`src/rtl/core/aet_pkg.sv`:
```
// types, constants and helpers shared by the expression tokenizer
`default_nettype none

package aet_pkg;

  localparam int unsigned PosBits     = 16;
  localparam int unsigned FieldBits   = 16;
  localparam int unsigned FifoDepth   = 4;
  localparam int unsigned FifoPtrBits = $clog2(FifoDepth);
  localparam int unsigned FifoCntBits = $clog2(FifoDepth + 1);

  localparam logic [PosBits-1:0]   PosMax  = {PosBits{1'b1}};
  localparam logic [FieldBits-1:0] LineMax = {FieldBits{1'b1}};
  localparam logic [FieldBits-1:0] LineOne = FieldBits'(1);

  localparam logic [7:0] ChNul     = 8'h00;
  localparam logic [7:0] ChTab     = 8'h09;
  localparam logic [7:0] ChLf      = 8'h0A;
  localparam logic [7:0] ChCr      = 8'h0D;
  localparam logic [7:0] ChSpace   = 8'h20;
  localparam logic [7:0] ChPercent = 8'h25;
  localparam logic [7:0] ChLparen  = 8'h28;
  localparam logic [7:0] ChRparen  = 8'h29;
  localparam logic [7:0] ChStar    = 8'h2A;
  localparam logic [7:0] ChPlus    = 8'h2B;
  localparam logic [7:0] ChMinus   = 8'h2D;
  localparam logic [7:0] ChDot     = 8'h2E;
  localparam logic [7:0] ChSlash   = 8'h2F;
  localparam logic [7:0] ChDigit0  = 8'd48;
  localparam logic [7:0] ChDigit9  = 8'd57;

  typedef enum logic [2:0] {
    ModeIdle,
    ModeInt,
    ModeFlt,
    ModeSlash,
    ModeComment
  } mode_e;

  typedef enum logic [3:0] {
    KindEnd,
    KindInt,
    KindFlt,
    KindPlus,
    KindMinus,
    KindStar,
    KindSlash,
    KindPercent,
    KindLparen,
    KindRparen,
    KindDot,
    KindError
  } kind_e;

  typedef struct packed {
    kind_e                kind;
    logic [FieldBits-1:0] offset;
    logic [FieldBits-1:0] length;
    logic [FieldBits-1:0] line;
    logic                 last;
  } token_t;

  typedef struct packed {
    logic [1:0] count;
    token_t     first;
    token_t     second;
  } push_t;

  function automatic logic [FieldBits-1:0] sat_pos(input logic [PosBits-1:0] v);
    logic [PosBits-1:0] lim;
    lim = PosBits'(LineMax);
    if (v > lim) begin
      return LineMax;
    end
    return FieldBits'(v);
  endfunction

endpackage

`default_nettype wire

```
`src/rtl/core/aet_lexer.sv`:
```
// lexer state and per-byte token decode
`default_nettype none

module aet_lexer (
  input  wire logic           clk_i,
  input  wire logic           rst_ni,
  input  wire logic           en_i,
  input  wire logic [7:0]     byte_i,
  output aet_pkg::push_t      push_o
);

  aet_pkg::mode_e                       mode_q, mode_d;
  logic [aet_pkg::PosBits-1:0]          pos_q, pos_d;
  logic [aet_pkg::PosBits-1:0]          begin_q, begin_d;
  logic [aet_pkg::FieldBits-1:0]        line_q, line_d;

  logic                                 is_digit;
  logic [aet_pkg::FieldBits-1:0]        line_inc;
  logic [aet_pkg::PosBits-1:0]          pos_inc;
  logic [aet_pkg::PosBits-1:0]          span;

  // open token handling
  logic                                 pre_emit;
  aet_pkg::kind_e                       pre_kind;
  logic [aet_pkg::FieldBits-1:0]        pre_len;
  logic                                 go_idle;
  aet_pkg::mode_e                       stay_mode;

  // fresh byte handling
  logic                                 idle_emit;
  logic                                 idle_end;
  logic                                 idle_nl;
  logic                                 idle_mark;
  aet_pkg::kind_e                       idle_kind;
  aet_pkg::mode_e                       idle_mode;
  logic                                 idle_out;

  aet_pkg::token_t                      tok_pre, tok_idle;

  assign is_digit = (byte_i >= aet_pkg::ChDigit0) && (byte_i <= aet_pkg::ChDigit9);
  assign line_inc = (line_q != aet_pkg::LineMax) ? line_q + aet_pkg::LineOne : line_q;
  assign pos_inc  = (pos_q != aet_pkg::PosMax) ? pos_q + aet_pkg::PosBits'(1) : pos_q;
  assign span     = (pos_q >= begin_q) ? pos_q - begin_q : '0;

  always_comb begin
    pre_emit  = 1'b0;
    pre_kind  = aet_pkg::KindInt;
    pre_len   = aet_pkg::sat_pos(span);
    go_idle   = 1'b0;
    stay_mode = mode_q;
    unique case (mode_q)
      aet_pkg::ModeInt: begin
        if (byte_i == aet_pkg::ChDot) begin
          stay_mode = aet_pkg::ModeFlt;
        end else if (!is_digit) begin
          pre_emit = 1'b1;
          go_idle  = 1'b1;
        end
      end
      aet_pkg::ModeFlt: begin
        if (!is_digit) begin
          pre_emit = 1'b1;
          pre_kind = aet_pkg::KindFlt;
          go_idle  = 1'b1;
        end
      end
      aet_pkg::ModeSlash: begin
        if (byte_i == aet_pkg::ChSlash) begin
          stay_mode = aet_pkg::ModeComment;
        end else begin
          pre_emit = 1'b1;
          pre_kind = aet_pkg::KindSlash;
          pre_len  = aet_pkg::FieldBits'(1);
          go_idle  = 1'b1;
        end
      end
      aet_pkg::ModeComment: begin
        // end byte and newline behave as they do between tokens
        if (byte_i == aet_pkg::ChNul || byte_i == aet_pkg::ChLf) begin
          go_idle = 1'b1;
        end
      end
      default: begin
        go_idle = 1'b1;
      end
    endcase
  end

  always_comb begin
    idle_emit = 1'b0;
    idle_end  = 1'b0;
    idle_nl   = 1'b0;
    idle_mark = 1'b0;
    idle_kind = aet_pkg::KindError;
    idle_mode = aet_pkg::ModeIdle;
    unique case (byte_i)
      aet_pkg::ChNul:     idle_end = 1'b1;
      aet_pkg::ChSpace,
      aet_pkg::ChTab,
      aet_pkg::ChCr:      idle_emit = 1'b0;
      aet_pkg::ChLf:      idle_nl = 1'b1;
      aet_pkg::ChSlash: begin
        idle_mark = 1'b1;
        idle_mode = aet_pkg::ModeSlash;
      end
      aet_pkg::ChPlus: begin
        idle_emit = 1'b1;
        idle_kind = aet_pkg::KindPlus;
      end
      aet_pkg::ChMinus: begin
        idle_emit = 1'b1;
        idle_kind = aet_pkg::KindMinus;
      end
      aet_pkg::ChStar: begin
        idle_emit = 1'b1;
        idle_kind = aet_pkg::KindStar;
      end
      aet_pkg::ChPercent: begin
        idle_emit = 1'b1;
        idle_kind = aet_pkg::KindPercent;
      end
      aet_pkg::ChLparen: begin
        idle_emit = 1'b1;
        idle_kind = aet_pkg::KindLparen;
      end
      aet_pkg::ChRparen: begin
        idle_emit = 1'b1;
        idle_kind = aet_pkg::KindRparen;
      end
      aet_pkg::ChDot: begin
        idle_emit = 1'b1;
        idle_kind = aet_pkg::KindDot;
      end
      default: begin
        if (is_digit) begin
          idle_mark = 1'b1;
          idle_mode = aet_pkg::ModeInt;
        end else begin
          idle_emit = 1'b1;
        end
      end
    endcase
  end

  assign idle_out = go_idle && (idle_emit || idle_end);

  // next state
  always_comb begin
    mode_d  = mode_q;
    pos_d   = pos_q;
    begin_d = begin_q;
    line_d  = line_q;
    if (en_i) begin
      if (go_idle && idle_end) begin
        mode_d  = aet_pkg::ModeIdle;
        pos_d   = '0;
        begin_d = '0;
        line_d  = aet_pkg::LineOne;
      end else begin
        mode_d = go_idle ? idle_mode : stay_mode;
        pos_d  = pos_inc;
        if (go_idle && idle_mark) begin
          begin_d = pos_q;
        end
        if (go_idle && idle_nl) begin
          line_d = line_inc;
        end
      end
    end
  end

  // tokens for this byte
  always_comb begin
    tok_pre.kind    = pre_kind;
    tok_pre.offset  = aet_pkg::sat_pos(begin_q);
    tok_pre.length  = pre_len;
    tok_pre.line    = line_q;
    tok_pre.last    = !idle_out;

    tok_idle.kind   = idle_end ? aet_pkg::KindEnd : idle_kind;
    tok_idle.offset = aet_pkg::sat_pos(pos_q);
    tok_idle.length = idle_end ? '0 : aet_pkg::FieldBits'(1);
    tok_idle.line   = line_q;
    tok_idle.last   = 1'b1;

    push_o.first  = pre_emit ? tok_pre : tok_idle;
    push_o.second = tok_idle;
    push_o.count  = en_i ? (2'(pre_emit) + 2'(idle_out)) : 2'd0;
  end

  always_ff @(posedge clk_i or negedge rst_ni) begin
    if (!rst_ni) begin
      mode_q  <= aet_pkg::ModeIdle;
      pos_q   <= '0;
      begin_q <= '0;
      line_q  <= aet_pkg::LineOne;
    end else begin
      mode_q  <= mode_d;
      pos_q   <= pos_d;
      begin_q <= begin_d;
      line_q  <= line_d;
    end
  end

endmodule

`default_nettype wire

```
`src/rtl/core/aet_out_fifo.sv`:
```
// small token queue taking up to two tokens a cycle
`default_nettype none

module aet_out_fifo (
  input  wire logic            clk_i,
  input  wire logic            rst_ni,
  input  wire aet_pkg::push_t  push_i,
  input  wire logic            pop_i,
  output logic                 room_o,
  output logic                 valid_o,
  output aet_pkg::token_t      token_o
);

  aet_pkg::token_t                   mem_q [aet_pkg::FifoDepth];
  logic [aet_pkg::FifoPtrBits-1:0]   wr_q, wr_d, rd_q, rd_d;
  logic [aet_pkg::FifoCntBits-1:0]   cnt_q, cnt_d;
  logic [aet_pkg::FifoPtrBits-1:0]   wr_next;
  logic                              do_pop;

  assign valid_o = (cnt_q != '0);
  assign token_o = mem_q[rd_q];
  assign do_pop  = pop_i && valid_o;
  // room for two more words
  assign room_o  = (cnt_q <= aet_pkg::FifoCntBits'(aet_pkg::FifoDepth - 2));
  assign wr_next = wr_q + aet_pkg::FifoPtrBits'(1);

  always_comb begin
    wr_d  = wr_q + aet_pkg::FifoPtrBits'(push_i.count);
    rd_d  = rd_q + aet_pkg::FifoPtrBits'(do_pop);
    cnt_d = cnt_q + aet_pkg::FifoCntBits'(push_i.count) - aet_pkg::FifoCntBits'(do_pop);
  end

  always_ff @(posedge clk_i) begin
    if (push_i.count != 2'd0) begin
      mem_q[wr_q] <= push_i.first;
    end
    if (push_i.count == 2'd2) begin
      mem_q[wr_next] <= push_i.second;
    end
  end

  always_ff @(posedge clk_i or negedge rst_ni) begin
    if (!rst_ni) begin
      wr_q  <= '0;
      rd_q  <= '0;
      cnt_q <= '0;
    end else begin
      wr_q  <= wr_d;
      rd_q  <= rd_d;
      cnt_q <= cnt_d;
    end
  end

endmodule

`default_nettype wire

```
`src/rtl/core/arithmetic_expression_tokenizer.sv`:
```
// top level of the arithmetic expression tokenizer
//
// Source bytes come in on the in_valid_i/in_ready_o channel, one byte per
// word; a zero byte marks the end of the buffer. Tokens leave on the
// out_valid_o/out_ready_i channel, one token per word, with last_of_run_o
// set on the final token that a byte produced.
// A byte is held in an input register, decoded once the queue has room
// for two words, and its zero, one or two tokens are written into a
// four-word token queue whose head drives the output.
// One byte is taken every cycle while the queue has room for two words;
// a byte giving two tokens adds two words, so with a ready receiver the
// sustained rate is one byte a cycle for bytes giving at most one token.
// When the receiver stalls, the queue holds over two words and in_ready_o
// drops once the input register holds a byte that cannot be decoded.
// Reset empties the queue and input register and puts the lexer between
// tokens at offset zero on line one; an end token resets only the lexer.
`default_nettype none

module arithmetic_expression_tokenizer (
  input  wire logic        clk_i,
  input  wire logic        rst_ni,
  input  wire logic        in_valid_i,
  output logic             in_ready_o,
  input  wire logic [7:0]  source_byte_i,
  output logic             out_valid_o,
  input  wire logic        out_ready_i,
  output logic [3:0]       token_kind_o,
  output logic [15:0]      token_offset_o,
  output logic [15:0]      token_length_o,
  output logic [15:0]      token_line_o,
  output logic             last_of_run_o
);

  logic            byte_vld_q, byte_vld_d;
  logic [7:0]      byte_q;
  logic            room;
  logic            step_en;
  aet_pkg::push_t  push;
  aet_pkg::token_t head;

  assign step_en    = byte_vld_q && room;
  assign in_ready_o = !byte_vld_q || step_en;
  assign byte_vld_d = (in_valid_i && in_ready_o) || (byte_vld_q && !step_en);

  always_ff @(posedge clk_i) begin
    if (in_valid_i && in_ready_o) begin
      byte_q <= source_byte_i;
    end
  end

  always_ff @(posedge clk_i or negedge rst_ni) begin
    if (!rst_ni) begin
      byte_vld_q <= 1'b0;
    end else begin
      byte_vld_q <= byte_vld_d;
    end
  end

  aet_lexer u_lexer (
    .clk_i  (clk_i),
    .rst_ni (rst_ni),
    .en_i   (step_en),
    .byte_i (byte_q),
    .push_o (push)
  );

  aet_out_fifo u_out_fifo (
    .clk_i   (clk_i),
    .rst_ni  (rst_ni),
    .push_i  (push),
    .pop_i   (out_ready_i),
    .room_o  (room),
    .valid_o (out_valid_o),
    .token_o (head)
  );

  assign token_kind_o   = head.kind;
  assign token_offset_o = head.offset;
  assign token_length_o = head.length;
  assign token_line_o   = head.line;
  assign last_of_run_o  = head.last;

endmodule

`default_nettype wire

```
`config.mk`:
```
export PLATFORM = sky130hd
export DESIGN_NAME = arithmetic_expression_tokenizer
export DESIGN_NICKNAME = d
export VERILOG_FILES = /design/src/rtl/core/aet_pkg.sv /design/src/rtl/core/aet_lexer.sv /design/src/rtl/core/aet_out_fifo.sv /design/src/rtl/core/arithmetic_expression_tokenizer.sv
export SDC_FILE = /design/constraint.sdc
export NUM_CORES = 1
export LEC_CHECK = 0
export BUFFER_PORTS_ARGS = -buffer_cell sky130_fd_sc_hd__buf_2
export CAP_MARGIN = 40
export CELL_PAD_IN_SITES_DETAIL_PLACEMENT = 0
export CELL_PAD_IN_SITES_GLOBAL_PLACEMENT = 1
export CORE_MARGIN = 3
export CORE_UTILIZATION = 44
export DETAILED_ROUTE_END_ITERATION = 8
export HOLD_SLACK_MARGIN = 0.15
export MAX_ROUTING_LAYER = met4
export PLACE_DENSITY_LB_ADDON = 0.3
export SLEW_MARGIN = 10
export SYNTH_ARGS = -nofsm -noshare
export SYNTH_HDL_FRONTEND = slang
export SYNTH_SLANG_ARGS = --single-unit
```
`constraint.sdc`:
```
create_clock -name clk_i -period 4.6 [get_ports clk_i]
set_clock_uncertainty 0.2 [all_clocks]
set_input_delay 0.92 -clock clk_i [delete_from_list [all_inputs] [get_ports clk_i]]
set_output_delay 0.92 -clock clk_i [all_outputs]
set_load 0.02 [all_outputs]
```
After elaboration in Yosys (flattened, before gate mapping)
Memories as Yosys holds them, arrays and structs flattened.
Cells that the tools add are included.
{ "word_totals": {"regBits": 67, "ram_bits": 212, "in_bits": 12, "out_inout_bits": 55, "wordCells": 127, "memories": 1} }
{ "mem_list": {"columns": ["name", "words", "width", "rd", "rd_ports_with_merged_regs", "write_ports", "line_no", "rtl"], "rows": [
  ["u_out_fifo.mem_q", 4, 53, 1, 0, 2, "aet_out_fifo.sv:14", "aet_pkg::token_t mem_q [aet_pkg::FifoDepth];"]
]} }
{ "classes": {"n_addsub": 9, "magnitude_cmp": 7, "n_eq_ne": 21, "n_mux": 49, "reduce_logical": 31} }
{ "ops": {"columns": ["op", "count"], "rows": [
  ["16-bit 2-to-1 mux", 16],
  ["8-bit by 6-bit equality test with 1-bit output (second input constant)", 9],
  ["53-bit 2-to-1 mux", 1],
  ["16-bit > comparator (second input constant)", 3],
  ["16-bit by 1-bit adder with 16-bit output (second input constant)", 2],
  ["16-bit inequality test (second input constant)", 2],
  ["4-bit one-hot mux with 7 select lines", 1],
  ["8-bit by 4-bit equality test with 1-bit output (second input constant)", 3],
  ["16-bit >= comparator", 1],
  ["1-bit 2-to-1 mux", 16],
  ["16-bit subtractor", 1],
  ["3-bit 2-to-1 mux", 5],
  ["3-bit one-hot mux with 2 select lines", 2],
  ["12-bit OR reduction", 1],
  ["2-bit nonzero test", 5],
  ["1-bit logical AND", 9],
  ["8-bit by 6-bit >= comparator with 1-bit output (second input constant)", 1],
  ["8-bit by 6-bit <= comparator with 1-bit output (second input constant)", 1],
  ["8-bit zero test", 1],
  ["4-bit by 1-bit inequality test with 1-bit output (second input constant)", 2],
  ["4-bit one-hot mux with 2 select lines", 1],
  ["7-bit OR reduction", 1],
  ["3-bit by 2-bit equality test with 1-bit output (second input constant)", 2],
  ["6-bit OR reduction", 1],
  ["22 further kinds", 30]
]} }

Longest topological paths before layout
Gate-level depths: netlist of the first run.
{ "depth": {"ltp_word": 11, "ltp_mapped": 15, "depth_no_buf": 14} }

Cells and area by module
A second synthesis of the first run with hierarchy kept.
{ "hier_totals": {"cells_unflattened": 1077, "hier_area_um2": 15242.1} }
{ "by_module_without_submodules": {"columns": ["module", "n_inst", "cells_each", "area_per_inst_um2", "seq_area_each_um2"], "rows": [
  ["aet_out_fifo", 1, 554, 10674.0, 6541.3],
  ["aet_lexer", 1, 510, 4267.8, 1277.5],
  ["arithmetic_expression_tokenizer", 1, 13, 300.3, 265.3]
]} }

Worst setup path after synthesis of the first run
No wires, ideal clock.
{ "synth_timing": {"path_kind": "register -> register", "from": "register byte_q[4]", "to": "memory u_out_fifo.mem_q[0][10] in the netlist's numbering, enable pin", "t_arrival_ns": 4.290, "required_ns": 3.988, "setup_slack_ns": -0.302, "path_stages_with_launch": 13, "path_buffers": 2, "path_cell_list": "edfxtp_1 or4b_4 o311ai_4 o41a_2 buf_2 nand3_1 o21a_1 ha_1 o211ai_1 nor3_1 nor2_1 inv_1 clkbuf_1"} }
{ "synth_rtl": {"columns": ["item", "line_no", "rtl"], "rows": [
  ["start, declared", "arithmetic_expression_tokenizer.sv:35", "logic [7:0] byte_q;"],
  ["start signal, assigned", "arithmetic_expression_tokenizer.sv:47", "byte_q <= source_byte_i;"],
  ["end, declared", "aet_out_fifo.sv:14", null]
]} }

==> impl_metrics.csv, run 1 <==
group,metric,value,unit
cts,worstSkewPairLatency,0.55,ns
layout,utilization,0.520,
cts,clockBufferDepth,3,
sta,setup_viol,0,
setup_path,r2r-start,"byte_q[4]$_DFFE_PP_",
cts,clkTransAtPathRegs,0.06,ns
setup_path,ff2ff_path_depth,11,
placement,dp_hpwl,24.0,mm
logic_synthesis,syn_area,0.0136,mm2
cts,cts_tree,"built",
logic_synthesis,syn_inst,1119,
floorplanning,core,0.0300,mm2
setup_path,worst-r2r-setup-slack,0.36,ns
run,maxCapViolations,0,
global_route,grt_pass1_vias,9406,
sta,maxSlewViolCount,0,
route,wire_per_inst,21.3,um
global_route,grt_pass1_wl,54.1,mm
sta,slew_headroom,0.362,
placement,placed_area,0.0146,mm2
route,drc,0,
cts,numClockSinks,279,
logic_synthesis,seq_area_frac_synth,0.547,
route,initialDrtViolationCount,784,
pwr,vdd_drop_max,0.302,mV
logic_synthesis,yosys-top-cells-area,"edfxtp_1, dfrtp_1, dfxtp_1",
cts,htreeDepth,1,
setup_path,worstSetupEndpoint,"u_out_fifo.mem_q[0][44]$_DFFE_PP_",
setup_path,end_kind,"flop",
global_route,grt_max_degree,55,
global_route,antenna_found_initial,0,
sta,setup_slack,0.358,ns
layout,syn_to_final_growth,14.6,%
sta,fin_crit,4.24,ns
layout,antenna_cells,0,
layout,fin_nets,1237,
logic_synthesis,ys_ff_latch,279,
setup_path,critPathLaunchType,"flop",
layout,nFillCells,2586,
logic_synthesis,ys.flop_type,"edfxtp_1",
route,num_vias,9420,
floorplanning,die_y,182,um
sta,fmax,0.236,GHz
global_route,track_usage,0.211,
logic_synthesis,synth_cell_types,75,
setup_path,critPathRequiredTime,4.64,ns
sta,min_period_over_period,0.922,
placement,io_buffers,66,
pwr,leakage,5.92,nW
cts,cts_made_buffers,31,
setup_path,worst-path-max-fanout,25,
floorplanning,fp.dieArea,0.0331,mm2
floorplanning,io_pins,67,
placement,pre_cts_ws,0.420,ns
logic_synthesis,ys_warn_count,0,
sta,tns,0,ns
sta,rsz0062_at_grt,"false",
setup_path,cp.arrival,4.28,ns
placement,gp_congestion,0.888,
cts,cts.repair.resized,0,
logic_synthesis,synth_area_leader_cell,"edfxtp_1",
setup_path,setup.worst_path.start,"byte_q[4]$_DFFE_PP_",
cts,clk_root_buffer_cell,"clkbuf_16",
floorplanning,rows,63,
logic_synthesis,synth_top_cell_area_share,0.344,
setup_path,worstReg2RegEnd,"u_out_fifo.mem_q[0][44]$_DFFE_PP_",
route,vias_per_cell,5.84,
route,dr.pass1.iters,5,
logic_synthesis,synth_edf_count,156,
global_route,grt_overflow,0,
pwr,powerDensity,617,mW/mm2
status,status,"completed",
min_path,hold_class,"primary input to asynchronous set/reset pin",
floorplanning,start_util,0.453,
cts,cts_setup_buffers,0,
sta,hold_viol_final,0,
route,ant_nets,0,
route,routed_wl,34.4,mm
floorplanning,fp.dieW,182,um
logic_synthesis,syn_nets,1157,
layout,design_area,0.0156,mm2
layout,drive_gt1_frac,0.208,
logic_synthesis,async_flop_share,0.211,
logic_synthesis,synth.avg_cell_area,12.2,um2
cts,postCtsHoldBufs,0,
sta,worstMarginPinSlew,0.954,ns
setup_path,critical_path_class,"flop to flop",
==> kinds of logic after synthesis <==
kind of cell    count (synthesis)  synth area share
flops                         279             0.547
fa+ha+maj                      26            0.0250
compound gates                280             0.154
simple gates                  326             0.125
mux                            56            0.0899
xor+xnor                       41            0.0264
buf+inv                       111            0.0334
==> worst min-delay path by stage <==
stage | from | to | slack [ns] | cells after the start
2_1_floorplan | u_out_fifo.mem_q[1][24]$_SDFFE_PP0P_ | u_out_fifo.mem_q[1][24]$_SDFFE_PP0P_ | 0.22 | 2
4_1_cts | rst_ni | u_out_fifo.cnt_q[0]$_DFF_PN0_ | 0.19 | 1
3_3_place_gp | u_out_fifo.mem_q[1][24]$_SDFFE_PP0P_ | u_out_fifo.mem_q[1][24]$_SDFFE_PP0P_ | 0.23 | 2
3_5_place_dp | u_out_fifo.mem_q[1][24]$_SDFFE_PP0P_ | u_out_fifo.mem_q[1][24]$_SDFFE_PP0P_ | 0.23 | 2
5_1_grt | rst_ni | u_out_fifo.cnt_q[2]$_DFF_PN0_ | 0.22 | 1
6_report | rst_ni | u_out_fifo.cnt_q[2]$_DFF_PN0_ | 0.18 | 1
==> metal layers <==
| layer | GRT usage | part of all wire | vias to the layer above |
|---|---|---|---|
| li1 | - | - | 4420 |
| met3 | 0.0250 | 0.047 | 48 |
| met5 | - | 0 | - |
| met4 | 0.0430 | 0.019 | 0 |
| met1 | 0.284 | 0.45 | 4701 |
| met2 | 0.348 | 0.49 | 251 |
==> layout make-up <==
class,instances,area [um2],area share
Clock buffer,39,826,0.0529
Timing Repair Buffer,118,783,0.0502
Tap cell,390,488,0.0313
Clock inverter,18,173,0.0111
Inverter,40,153,0.00978
Multi-Input combinational cell,729,5730,0.367
Sequential cell,279,7450,0.477
==> registers in the layout, summed over array words and instances (netlist names) <==
register	flops
u_out_fifo.mem_q	212
u_lexer.begin_q	16
u_lexer.line_q	16
u_lexer.pos_q	16
byte_q	8
u_lexer.mode_q	3
u_out_fifo.cnt_q	3
u_out_fifo.rd_q	2
u_out_fifo.wr_q	2
byte_vld_q	1
==> cells in the mapped netlist, types with 4 or more instances <==
| cell type | count |
|---|---|
| a211oi_1 | 5 |
| a211oi_2 | 4 |
| a21o_1 | 7 |
| a21oi_1 | 34 |
| a22o_1 | 95 |
| a31oi_1 | 8 |
| and2_1 | 72 |
| and3_1 | 7 |
| and4_1 | 7 |
| buf_1 | 6 |
| buf_2 | 10 |
| buf_4 | 4 |
| clkbuf_1 | 50 |
| dfrtp_1 | 58 |
| dfxtp_1 | 64 |
| edfxtp_1 | 156 |
| ha_1 | 24 |
| inv_1 | 39 |
| mux4_2 | 53 |
| nand2_1 | 88 |
| nand2b_1 | 7 |
| nand3_1 | 17 |
| nand4_1 | 5 |
| nor2_1 | 55 |
| nor2b_1 | 4 |
| nor3_1 | 25 |
| nor3b_1 | 4 |
| nor4_1 | 6 |
| o211ai_1 | 8 |
| o21a_1 | 4 |
| o21ai_0 | 42 |
| o21ai_1 | 6 |
| o22ai_1 | 14 |
| o31ai_1 | 20 |
| or2_2 | 8 |
| or3_1 | 8 |
| xnor2_1 | 32 |
| xor2_1 | 9 |
==> worst max-delay path: stages (launching register included) <==
cell	delay, ns
edfxtp_1	0.42
or4b_4	0.60
o311ai_4	0.41
o41a_2	0.23
nand3_1	0.12
o21a_1	0.16
ha_1	0.34
nand4b_1	0.33
nor2_1	0.33
nor2_1	0.15
inv_2	0.32
buf_4	0.32
==> report_power, final <==
part	total (mW)	leakage [nW]	switching, mW	internal (mW)
clock	2.44	0.485	1.00	1.43
combinational	3.60	2.64	2.18	1.42
sequential	3.60	2.80	0.414	3.18
total	9.63	5.92	3.60	6.03
==> per-stage QoR <==
step	power, mW	hold WS (ns)	instances
global placement	7.22	0.228	1554
floorplan	5.99	0.220	1119
detailed placement	7.27	0.234	1556
global route	10.2	0.220	1613
finish	9.63	0.183	1613
CTS	9.72	0.193	1613
==> cell usage in the layout, fill, tap and decap left out, drive strengths merged, types with 5 or more instances in the layout <==
cell / Yosys / routed
o22ai: 14 / 14
inv: 40 / 40
or2: 9 / 9
xnor2: 32 / 32
and4: 7 / 7
o31ai: 21 / 21
a211oi: 9 / 9
a21oi: 34 / 34
a31oi: 8 / 8
xor2: 9 / 9
buf: 21 / 118
and3: 7 / 7
nand4: 5 / 5
nand2: 88 / 88
clkinv: 0 / 11
or3: 8 / 8
a22o: 95 / 95
clkbuf: 50 / 39
nand2b: 7 / 7
nor3: 25 / 25
and2: 73 / 73
edfxtp: 156 / 156
a21o: 7 / 7
o211ai: 8 / 8
dfxtp: 64 / 64
ha: 24 / 24
nor2: 55 / 55
o21ai: 52 / 52
dfrtp: 58 / 58
nand3: 17 / 17
mux4: 53 / 53
nor4: 7 / 7
(Power assumes the default switching activity.)
==> run 2, diff against run 1 <==
CAP_MARGIN = default   (was 40)
PLACE_DENSITY = 0.83   (was default)
PLACE_DENSITY_LB_ADDON = default   (was 0.3)
==> impl_metrics.csv, run 2 (same netlist as run 1, synthesis figures left out) <==
group,metric,value,unit
setup_path,worst-path-max-fanout,10,
setup_path,worst-r2r-setup-slack,0.33,ns
placement,gp_congestion,0.839,
floorplanning,fp.dieW,182,um
cts,cts_tree,"built",
route,routed_wl,33.0,mm
route,wire_per_inst,20.7,um
setup_path,end_kind,"flop",
floorplanning,core,0.0300,mm2
setup_path,ff2ff_path_depth,11,
sta,min_period_over_period,0.929,
cts,cts_setup_buffers,0,
sta,maxSlewViolCount,0,
layout,top_register,"u_out_fifo.mem_q",
global_route,met2_usage,0.325,
global_route,grt_pass1_vias,9521,
sta,setup_slack,0.326,ns
floorplanning,start_util,0.453,
sta,slew_headroom,0.329,
sta,worstMarginPinSlew,0.990,ns
pwr,powerDensity,623,mW/mm2
pwr,finalPower,9.74,mW
global_route,grt_max_degree,56,
cts,clkTransAtPathRegs,0.06,ns
cts,clk_root_buffer_cell,"clkbuf_16",
min_path,hold_class,"primary input to asynchronous set/reset pin",
global_route,grt_pass1_wl,53.2,mm
cts,htreeDepth,1,
cts,worstSkewPairLatency,0.58,ns
sta,hold_viol_final,0,
global_route,use_met1,0.277,
global_route,grt-busiest-layer,"met2",
route,drc,0,
layout,fin_nets,1223,
setup_path,critPathLaunchType,"flop",
sta,tns,0,ns
placement,dp_hpwl,22.8,mm
route,dr.pass1.iters,5,
sta,fin_crit,4.27,ns
layout,design_area,0.0156,mm2
placement,pre_cts_ws,0.209,ns
route,initialDrtViolationCount,823,
layout,final_common_cell,"edfxtp_1",
floorplanning,rows,63,
layout,fin_cells,1599,
setup_path,r2r-start,"byte_q[4]$_DFFE_PP_",
floorplanning,io_pins,67,
layout,nFillCells,2577,
route,vias_per_cell,5.93,
floorplanning,die_y,182,um
run,maxCapViolations,0,
cts,numClockSinks,279,
setup_path,cp.arrival,4.52,ns
cts,cts.repair.resized,0,
layout,utilization,0.521,
layout,layout_common_cells,"edfxtp_1, a22o_1, nand2_1",
layout,syn_to_final_growth,14.8,%
cts,clockBufferDepth,3,
setup_path,critPathRequiredTime,4.84,ns
placement,placed_area,0.0145,mm2
route,num_vias,9479,
cts,cts_made_buffers,30,
global_route,antenna_found_initial,0,
layout,largest_reg_flops,212,
global_route,grt_use_met3,0.0264,
sta,fmax,0.234,GHz
global_route,track_usage,0.205,
pwr,leakage,5.91,nW
global_route,grt_overflow,0,
floorplanning,fp.dieArea,0.0331,mm2
sta,rsz0062_at_grt,"false",
placement,io_buffers,66,
route,ant_nets,0,
sta,hold_slack,0.178,ns
placement,dp.cells,1543,
pwr,vdd_drop_max,0.376,mV
layout,antenna_cells,0,
layout,drive_gt1_frac,0.200,
setup_path,worstReg2RegEnd,"u_out_fifo.mem_q[2][36]$_DFFE_PP_",
sta,setup_viol,0,
setup_path,critical_path_class,"flop to flop",
cts,postCtsHoldBufs,0,
status,status,"completed",
run 2: changes by cell type in the layout (fill, tap and decap cells not counted), sizes merged:
cell,change
buf,-13
clkinv,-5
clkbuf,+4
clkinvlp,-4
inv,+3
bufinv,+1
run 2: metal layers:
metal,share of wire,wire (um)
met3,0.057,1870
met1,0.43,14300
met5,0,0
met2,0.48,15800
met4,0.030,986
run 2: report_power, final:
part	total, mW	internal (mW)	leakage (nW)	switching [mW]
logic	3.50	1.36	2.57	2.14
clock network	2.63	1.61	0.544	1.01
registers	3.62	3.18	2.80	0.437
run 2: worst max-delay path by stage:
stage / start / endpoint / slack, ns / cells past startpoint
detailed placement: byte_q[4]$_DFFE_PP_ / u_out_fifo.mem_q[3][42]$_DFFE_PP_ / 0.21 / 11
finish: byte_q[4]$_DFFE_PP_ / u_out_fifo.mem_q[2][36]$_DFFE_PP_ / 0.33 / 11
floorplan: byte_q[4]$_DFFE_PP_ / u_out_fifo.mem_q[2][10]$_DFFE_PP_ / 0.1 / 13
CTS: byte_q[4]$_DFFE_PP_ / u_out_fifo.mem_q[3][42]$_DFFE_PP_ / 0.19 / 11
global placement: byte_q[4]$_DFFE_PP_ / u_out_fifo.mem_q[3][40]$_DFFE_PP_ / 0.39 / 11
global route: byte_q[4]$_DFFE_PP_ / u_out_fifo.mem_q[0][17]$_DFFE_PP_ / 0.08 / 14
run 2: final cells by class:
type                       instances  area [um2]  area share
clock inverter                    13         201      0.0129
sequential                       279        7450       0.476
inverter                          40         153     0.00976
multi-input combinational        729        5750       0.368
tap                              390         488      0.0312
clock buffer                      43         912      0.0583
timing repair buffer             105         686      0.0439
run 2: critical path, cell delays in order, from the launching register on:
cell	delay [ns]
edfxtp_1	0.43
or4b_4	0.60
o311ai_4	0.39
o41a_2	0.23
nand3_1	0.13
o21a_1	0.16
ha_1	0.33
o211ai_1	0.19
or2_2	0.37
a21oi_1	0.68
buf_4	0.29
a22o_1	0.15
==> run 3, diff against run 2 <==
PLACE_DENSITY = 0.8   (was 0.83)
clock period = 4.5 ns   (was 4.6 ns; I/O delays follow)
==> impl_metrics.csv, run 3 (same netlist as run 1, synthesis figures left out) <==
group,metric,value,unit
cts,worstSkewPairLatency,0.58,ns
route,ant_nets,0,
cts,cts_made_buffers,31,
floorplanning,start_util,0.453,
pwr,p_switching,3.65,mW
setup_path,worst-path-max-fanout,30,
pwr,switching_share,0.371,
setup_path,cpMaxStageDelayCell,"or4b_4",
setup_path,cp.buffers_inverters,2,
sta,rsz0062_at_grt,"false",
pwr,seq_power_share,0.379,
sta,fin_crit,4.24,ns
floorplanning,fp.dieArea,0.0331,mm2
setup_path,cp.arrival,4.34,ns
sta,min_period_over_period,0.942,
route,initialDrtViolationCount,862,
layout,final_common_cell,"edfxtp_1",
setup_path,max_stage_delay,0.58,ns
run,maxCapViolations,0,
layout,syn_to_final_growth,14.1,%
cts,htreeDepth,1,
route,wire_per_inst,20.5,um
setup_path,crit_family,"simple AND/OR/NAND/NOR gates",
status,status,"completed",
floorplanning,rows,63,
setup_path,path_depth,11,
setup_path,critical_path_class,"flop to flop",
floorplanning,fp.dieW,182,um
layout,fin_nets,1218,
layout,largest_reg_flops,212,
pwr,intPower,6.18,mW
layout,fin_cells,1595,
layout,utilization,0.517,
sta,slew_headroom,0.370,
global_route,grt_max_degree,56,
layout,nFillCells,2577,
layout,antenna_cells,0,
global_route,grt_overflow,0,
setup_path,critPathRequiredTime,4.60,ns
floorplanning,core,0.0300,mm2
global_route,grt_pass1_wl,52.2,mm
pwr,combPwrFrac,0.362,
setup_path,cp_cell_sequence,"or4b_4 -> o311ai_4 -> o41a_2 -> nand3_1 -> o21a_1 -> ha_1 -> nand4b_1 -> nor2_1 -> nor2_1 -> inv_2 -> buf_4",
global_route,track_usage,0.202,
setup_path,ff2ff_path_depth,11,
layout,drive_gt1_frac,0.197,
route,drc,0,
pwr,leakage,5.86,nW
cts,clockBufferDepth,3,
cts,numClockSinks,279,
cts,postCtsHoldBufs,0,
route,routed_wl,32.8,mm
min_path,hold_class,"primary input to asynchronous set/reset pin",
setup_path,end_kind,"flop",
setup_path,critPathLaunchType,"flop",
pwr,powerDensity,632,mW/mm2
placement,io_buffers,66,
global_route,grt_pass1_vias,9235,
setup_path,cpMostUsedCell,"nor2_1",
route,num_vias,9336,
cts,clkTransAtPathRegs,0.06,ns
sta,fmax,0.236,GHz
layout,layout_common_cells,"edfxtp_1, a22o_1, nand2_1",
route,dr.pass1.iters,5,
cts,cts.repair.resized,0,
placement,dp.cells,1537,
sta,hold_viol_final,0,
placement,placed_area,0.0145,mm2
floorplanning,die_y,182,um
cts,cts_tree,"built",
sta,maxSlewViolCount,0,
sta,tns,0,ns
pwr,vdd_drop_max,0.411,mV
placement,gp_congestion,0.906,
cts,clk_root_buffer_cell,"clkbuf_16",
floorplanning,io_pins,67,
layout,design_area,0.0155,mm2
route,vias_per_cell,5.85,
global_route,antenna_found_initial,0,
cts,cts_setup_buffers,0,
pwr,clkPwrFrac,0.260,
placement,dp_hpwl,22.2,mm
sta,setup_viol,0,
sta,worstMarginPinSlew,0.930,ns
layout,top_register,"u_out_fifo.mem_q",
[run 3: power by group through the flow]
stage	Sequential (mW)	Clock, mW	Combinational [mW]
after floorplan	3.45	0	2.67
after global placement	3.76	0	3.54
after detailed placement	3.78	0	3.57
after CTS	3.73	2.60	3.59
after global routing	3.81	2.71	3.86
final	3.72	2.55	3.56
[run 3: layer usage]
layer	share of wire	GRT usage
met1	0.44	0.276
met2	0.47	0.320
met3	0.055	0.0256
met4	0.027	0.0582
met5	0	-
[run 3: metrics by stage]
stage / hold WS (ns) / setup slack, ns / power (mW)
2_1_floorplan: 0.220 / 0.00365 / 6.12
3_3_place_gp: 0.229 / 0.388 / 7.30
3_5_place_dp: 0.234 / 0.296 / 7.35
4_1_cts: 0.181 / 0.301 / 9.91
5_1_grt: 0.215 / 0.0535 / 10.4
6_report: 0.177 / 0.262 / 9.83
[run 3: final cells by class]
type,count,area [um2],share of cell area
flip-flops and latches,279,7450,0.479
multi-input cells,729,5740,0.370
clock buffers,44,907,0.0584
repair buffers,99,653,0.0420
well taps,390,488,0.0314
inverters,40,153,0.00982
clock inverters,14,148,0.00950
[run 3: final timing paths]
check / start / to / slack (ns)
max in group asynchronous: rst_ni / u_lexer.begin_q[12]$_DFFE_PN0P_ / 2.98
worst max register to register: byte_q[7]$_DFFE_PP_ / u_out_fifo.mem_q[3][11]$_DFFE_PP_ / 0.26
worst min register to register: u_out_fifo.mem_q[1][31]$_SDFFE_PP0P_ / u_out_fifo.mem_q[1][31]$_SDFFE_PP0P_ / 0.24
min in group clk_i: u_out_fifo.mem_q[1][31]$_SDFFE_PP0P_ / u_out_fifo.mem_q[1][31]$_SDFFE_PP0P_ / 0.24
worst max-delay path: byte_q[7]$_DFFE_PP_ / u_out_fifo.mem_q[3][11]$_DFFE_PP_ / 0.26
worst min-delay path: rst_ni / u_lexer.line_q[14]$_DFFE_PN0P_ / 0.18
